<file path="src/hdl/bsc_pkg.sv">
// ----------------------------------------------------------------------------
// bsc_pkg: shared types and constants for the sensor compensation block
// Coefficient bundle, queue entry, sequencer states and register indexes.
// ----------------------------------------------------------------------------
package bsc_pkg;

    // Configuration register indexes
    localparam logic [1:0] REG_TEMP_COEFFS = 2'd0;
    localparam logic [1:0] REG_PRESS_LOW   = 2'd1;
    localparam logic [1:0] REG_PRESS_HIGH  = 2'd2;
    localparam logic [1:0] REG_PRESS_NINE  = 2'd3;

    // Front pipeline depth, divider length and pressure saturation value
    localparam int FRONT_STAGES = 10;
    localparam int DIV_STEPS    = 32;
    localparam logic [4:0]  DIV_LAST  = 5'(DIV_STEPS - 1);
    localparam logic [31:0] PRESS_SAT = 32'hFFFF_FFFF;

    // Unpacked calibration coefficients
    typedef struct packed {
        logic [15:0] t1;
        logic [15:0] t2;
        logic [15:0] t3;
        logic [15:0] p1;
        logic [15:0] p2;
        logic [15:0] p3;
        logic [15:0] p4;
        logic [15:0] p5;
        logic [15:0] p6;
        logic [15:0] p7;
        logic [15:0] p8;
        logic [15:0] p9;
    } bsc_coef_t;

    // One classified item handed from the front to the back
    typedef struct packed {
        logic [19:0] centi;   // finished temperature
        logic        neg;     // sign of the pressure quotient
        logic        dz;      // divisor is zero
        logic [79:0] num;     // |M| * 6250, low 32 zero bits implied
        logic [79:0] den;     // |B| * p1
    } bsc_job_t;

    // Back-end sequencer
    typedef enum logic [2:0] {
        S_IDLE,
        S_DIV,
        S_SQR,
        S_MUL,
        S_SUM,
        S_FIN
    } bsc_state_t;

endpackage

</file>
<file path="src/hdl/bsc_queue.sv">
// ----------------------------------------------------------------------------
// bsc_queue: job queue between front and back
// Small circular buffer; the top level's credit count keeps it from overflow.
// ----------------------------------------------------------------------------
module bsc_queue
    import bsc_pkg::*;
#(
    parameter int DEPTH = 4
)
(
    input  logic     clk,
    input  logic     rst_n,
    input  logic     push,
    input  bsc_job_t push_data,
    input  logic     pop,
    output logic     present,
    output bsc_job_t head
);

    localparam int PTR_W = $clog2(DEPTH);
    localparam int CNT_W = $clog2(DEPTH + 1);

    bsc_job_t           mem [DEPTH];
    logic [PTR_W-1:0]   wr_ptr_reg, rd_ptr_reg;
    logic [CNT_W-1:0]   count_reg;

    // Store incoming jobs
    always_ff @(posedge clk)
    begin
        if (push)
        begin
            mem[wr_ptr_reg] <= push_data;
        end
    end

    // Advance pointers and occupancy
    always_ff @(posedge clk or negedge rst_n)
    begin
        if (!rst_n)
        begin
            wr_ptr_reg <= '0;
            rd_ptr_reg <= '0;
            count_reg  <= '0;
        end
        else
        begin
            if (push)
            begin
                wr_ptr_reg <= (wr_ptr_reg == PTR_W'(DEPTH - 1)) ? '0 : wr_ptr_reg + 1'b1;
            end
            if (pop)
            begin
                rd_ptr_reg <= (rd_ptr_reg == PTR_W'(DEPTH - 1)) ? '0 : rd_ptr_reg + 1'b1;
            end
            if (push && !pop)
            begin
                count_reg <= count_reg + 1'b1;
            end
            else if (pop && !push)
            begin
                count_reg <= count_reg - 1'b1;
            end
        end
    end

    assign present = (count_reg != '0);
    assign head    = mem[rd_ptr_reg];

    a_no_overflow: assert property (@(posedge clk) disable iff (!rst_n)
        !(push && !pop && count_reg == CNT_W'(DEPTH)))
        else $error("job queue overflow");

endmodule

</file>
<file path="config.mk">
export PLATFORM = sky130hd
export DESIGN_NAME = bsc_queue
export DESIGN_NICKNAME = d
export VERILOG_FILES = /design/src/hdl/bsc_pkg.sv /design/src/hdl/bsc_queue.sv
export SDC_FILE = /design/constraint.sdc
export NUM_CORES = 1
export LEC_CHECK = 0
export BUFFER_PORTS_ARGS = -buffer_cell sky130_fd_sc_hd__buf_2
export CAP_MARGIN = 15
export CORE_MARGIN = 2
export CORE_UTILIZATION = 55
export CTS_CLUSTER_SIZE = 25
export DETAILED_ROUTE_END_ITERATION = 8
export HOLD_SLACK_MARGIN = 0.05
export PLACE_DENSITY = 0.81
export SETUP_SLACK_MARGIN = 0.4
export SYNTH_ARGS = -nofsm -noshare
export SYNTH_HDL_FRONTEND = slang
export SYNTH_SLANG_ARGS = --single-unit
</file>
<file path="constraint.sdc">
create_clock -name clk -period 7.92 [get_ports clk]
set_input_delay 1.584 -clock clk [delete_from_list [all_inputs] [get_ports clk]]
set_output_delay 1.584 -clock clk [all_outputs]
set_load 0.01 [all_outputs]
</file>
# --- Yosys cells after proc, flatten, opt, wreduce, memory -nomap -nowiden ---
# Memory sizes are Yosys's and may differ from the RTL's.
# Cells that the tools add are included.
totals:
  reg_bits: 7
  mem_bits_rw: 728
  input_bits: 186
  output_inout_bits: 183
  elab_cells: 22
  n_memories: 1
mem_list:
  columns: ["memory", "depth", "word_bits", "read_ports", "rd_clocked_by_memory_dff", "wr", "line", "source"]
  rows:
  - ["mem", 4, 182, 1, 0, 1, "bsc_queue.sv:23", "bsc_job_t mem [DEPTH];"]
classes:
  addsub: 4
  eq_ne: 2
  mux: 6
  n_reduce_logical: 6
ops:
  columns: ["cell", "count"]
  rows:
  - ["$mux 3", 2]
  - ["$add 2x1->2 const B", 2]
  - ["$eq 2x2->1 const B", 2]
  - ["$mux 2", 2]
  - ["$add 3x1->3 const B", 1]
  - ["$reduce_bool 3->1", 1]
  - ["$sub 3x1->3 const B", 1]
  - ["$logic_and 1x1->1", 2]
  - ["$logic_not 1->1", 2]
  - ["$mux 1", 2]
  - ["$reduce_bool 2->1", 1]

# --- Depth between registers and ports, before layout ---
logic_depth:
  depth_word: 4
  depth_mapped: 7
  depth_no_buf: 7

# --- Worst setup path after synthesis ---
# No wires, ideal clock.
synth_timing:
  path_type: "input port to flip-flop"
  startpoint: "input push"
  endpoint: "memory mem[0][0] (netlist bit), enable pin"
  setup_time_ns: 0.564
  arrival_time_ns: 5.720
  t_required_ns: 7.356
  slack_ns: 1.636
  stages: 1
  n_path_buf: 0
  cell_sequence: "and2_1"
synth_via:
  elab_chain_cells: 2
synth_rtl:
  columns: ["item", "line", "source"]
  rows:
  - ["start, declared", "bsc_queue.sv:13", "input logic push,"]
  - ["$mux 1", "bsc_queue.sv:30", "if (push)"]
  - ["$mux 1 (implied by the code)", "bsc_queue.sv:32", "mem[wr_ptr_reg] <= push_data;"]
  - ["end, declared", "bsc_queue.sv:23", null]
# No other way between the ends.

==> run_results.csv <==
group,metric,value,unit
critical_path,cp.required,6340,ps
run,drv_cap,0,
clock_network,numCtsBuffers,70,
yosys,ys_seq_area_share,82.4,%
yosys,yosys_warnings,0,
timing,finalHoldViolCount,0,
yosys,synth_cells,987,
yosys,ys.flop_type,"edfxtp_1",
timing,fin_crit_sh,58.9,%
critical_path,crit_slowest_cell,"dfrtp_4",
critical_path,cpPeakStageDelay,900,ps
critical_path,r2r-start,"wr_ptr_reg[1]",
pwr,peakVddDrop,0.249,mV
drt,vias,12000,
clock_network,cts_tree,"built",
timing,max_freq,214,MHz
floorplanning,core-area,0.0478,sq mm
critical_path,r2r-end,"mem[1][91]",
grt,grt_pass1_wl,76600,um
clock_network,cts-root-buf,"clkbuf_16",
clock_network,cts_htree_levels,3,
clock_network,ctsHoldBuffers,0,
timing,slew_headroom,30.8,%
grt,grt_use_total,20.6,%
drt,dr_wl_met2,25900,um
critical_path,path_max_fanout,67,
critical_path,r2r.worst_path.cells,4,
place,gp_congestion,0.748,
timing,maxSlewViolCount,0,
min_path,holdCritPathClass,"flop to flop",
timing,tightest_slew,1040,ps
grt,grt_pass1_vias,12600,
drt,wl_met1,19400,um
drt,wirelength,51400,um
pwr,power,11.4,mW
pwr,leakagePower,10.6,nW
critical_path,criticalPathCategory,"flop to output pin",
timing,fin_skew,24.4,ps
floorplanning,start_util,55.9,%
timing,hold_ws,504,ps
layout,nNetsFinal,1592,
drt,avgViaCountPerCell,5.76,
min_path,holdPathStages,1,
yosys,yosys.cell_types.count,20,
clock_network,cts.sinks,735,
clock_network,cts_setup_buffers,0,
status,status,"completed",
layout,finalInstanceArea,0.0313,sq mm
drt,drt-pass1-iter-count,5,
place,port_buffers,368,
grt,grt_max_degree,104,
min_path,hp-start,"count_reg[2]",
floorplanning,ios,369,
critical_path,reg2reg_slack,5030,ps
yosys,syn_area_per_cell,27.1,sq um
critical_path,crit_chain,"buf_4 > mux4_2 > buf_2",
clock_network,clkLatencyLatePin,610,ps
grt,grt-ovfl-total,0,
pwr,p_per_area,364,mW/mm^2
drt,wl_per_cell,24.7,um
floorplanning,fp-row-count,80,
drt,wl_met3,5010,um
critical_path,worstSetupStartpointType,"flop",
critical_path,critical_path_arrival,3080,ps
timing,rsz0062_at_grt,"no",
yosys,syn_nets,1180,
drt,ant_nets,0,
drt,drt_iter0_drc,929,
timing,setup_viol,0,
drt,drc,0,
min_path,min_to,"count_reg[2]",
yosys,synth_top_area_share,81.8,%
yosys,synthTopCellsByArea,"edfxtp_1 (82%), mux4_2 (15%), dfrtp_1 (0.66%)",
place,hpwl,30200,um
place,place_area,0.0291,sq mm
layout,largest_reg_flops,728,
yosys,synth_enable_flop_cells,728,
drt,dr.max_layer_used,"met5",
clock_network,clk_pin_slew_worst_paths,60,ps
clock_network,clk_path_buf_depth,3,
layout,postLayoutCoreUtil,65.4,%
yosys,ys_ff_latch,735,
yosys,synth_area,0.0267,sq mm
layout,areaGrowthSynthToFinish,17.0,%
floorplanning,fp.dieH,224,um
timing,period_minus_slack,4660,ps
yosys,synth_top_area_cell,"edfxtp_1",
timing,timing.setup.tns,0,ps
layout,drive_above_1_share,46.1,%
floorplanning,die_x,224,um
yosys,async_reset_ff_share,0.952,%
grt,antenna_found_initial,14,
clock_network,ctsResizeCount,0,
floorplanning,die_area,0.0504,sq mm
critical_path,critPathCaptureType,"output pin",
-- logic make-up after synthesis --
group	Yosys count	share of synthesized area (%)
mux	185	15.5
flops	735	82.4
buf+inv	45	1.44
simple gates	10	0.187
fa+ha+maj	7	0.356
compound gates	2	0.0374
xor+xnor	3	0.0983
-- routing by layer --
metal  vias up  global-route usage, %
li1       5136                      -
met1      6295                   26.3
met2       483                   33.4
met3        72                   7.20
met4        10                   7.16
met5         -                      0
-- layout make-up --
class / count / area (sq um)
fillers: 2977 / 16600
diodes: 13 / 32.5
flip-flops and latches: 735 / 22000
clock buffers: 84 / 1860
well taps: 615 / 769
multi-input cells: 207 / 4320
clock inverters: 42 / 255
repair buffers: 381 / 1980
inverters: 4 / 15.0
-- worst max-delay path, delay by kind of cell, from the launching register on --
| kind | cells | cell delay [ps] |
|---|---|---|
| muxes | 1 | 450 |
| DFF | 1 | 900 |
| buffers and inverters | 2 | 980 |
-- placed cells by master (no fill, tap or decap) --
| cell | n |
|---|---|
| nand2_1 | 2 |
| dfrtp_1 | 5 |
| clkinv_2 | 13 |
| xnor2_1 | 1 |
| dfrtp_4 | 2 |
| clkinv_4 | 1 |
| bufinv_16 | 1 |
| clkbuf_16 | 72 |
| diode_2 | 13 |
| inv_1 | 4 |
| buf_4 | 10 |
| inv_6 | 3 |
| buf_12 | 3 |
| or3_1 | 1 |
| clkinvlp_4 | 6 |
| nor2_1 | 3 |
| o21ai_0 | 2 |
| mux4_2 | 182 |
| clkinv_8 | 1 |
| buf_2 | 368 |
| ha_1 | 6 |
| xor2_1 | 2 |
| fa_1 | 1 |
| mux2_2 | 3 |
| clkinv_1 | 17 |
| clkbuf_1 | 11 |
| edfxtp_1 | 728 |
| and2_4 | 4 |
| clkbuf_8 | 1 |
-- cell usage after synthesis, types with 2 or more instances --
library cell and number:
xor2_1 2, nor2_1 3, dfrtp_1 7, buf_2 18
clkbuf_1 3, ha_1 6, and2_1 4, nand2_1 2
mux4_2 182, mux2_2 3, buf_6 8, inv_1 4
edfxtp_1 728, buf_8 10, o21ai_0 2
-- power by group --
group	total (mW)	internal, mW	switching [mW]
clock	3.07	1.71	1.36
combinational	3.10	1.43	1.68
sequential	5.22	4.99	0.231
total	11.4	8.13	3.27
-- stage by stage --
stage	worst slack, ps	instances
3_3_place_gp	3830	1942
6_report	3260	2081
3_5_place_dp	3840	1942
5_1_grt	3110	2073
2_1_floorplan	1640	987
4_1_cts	3180	2068
-- worst max path at each step --
stage | from | end | slack, ps
finish | rd_ptr_reg[1] | head[103] | 3260
CTS | rd_ptr_reg[1] | head[61] | 3180
global placement | rd_ptr_reg[1] | head[102] | 3830
detailed placement | rd_ptr_reg[1] | head[102] | 3840
floorplan | push | mem[0][0] | 1640
global route | rd_ptr_reg[1] | head[102] | 3110
Note: power is estimated with default switching activity, not from simulation.
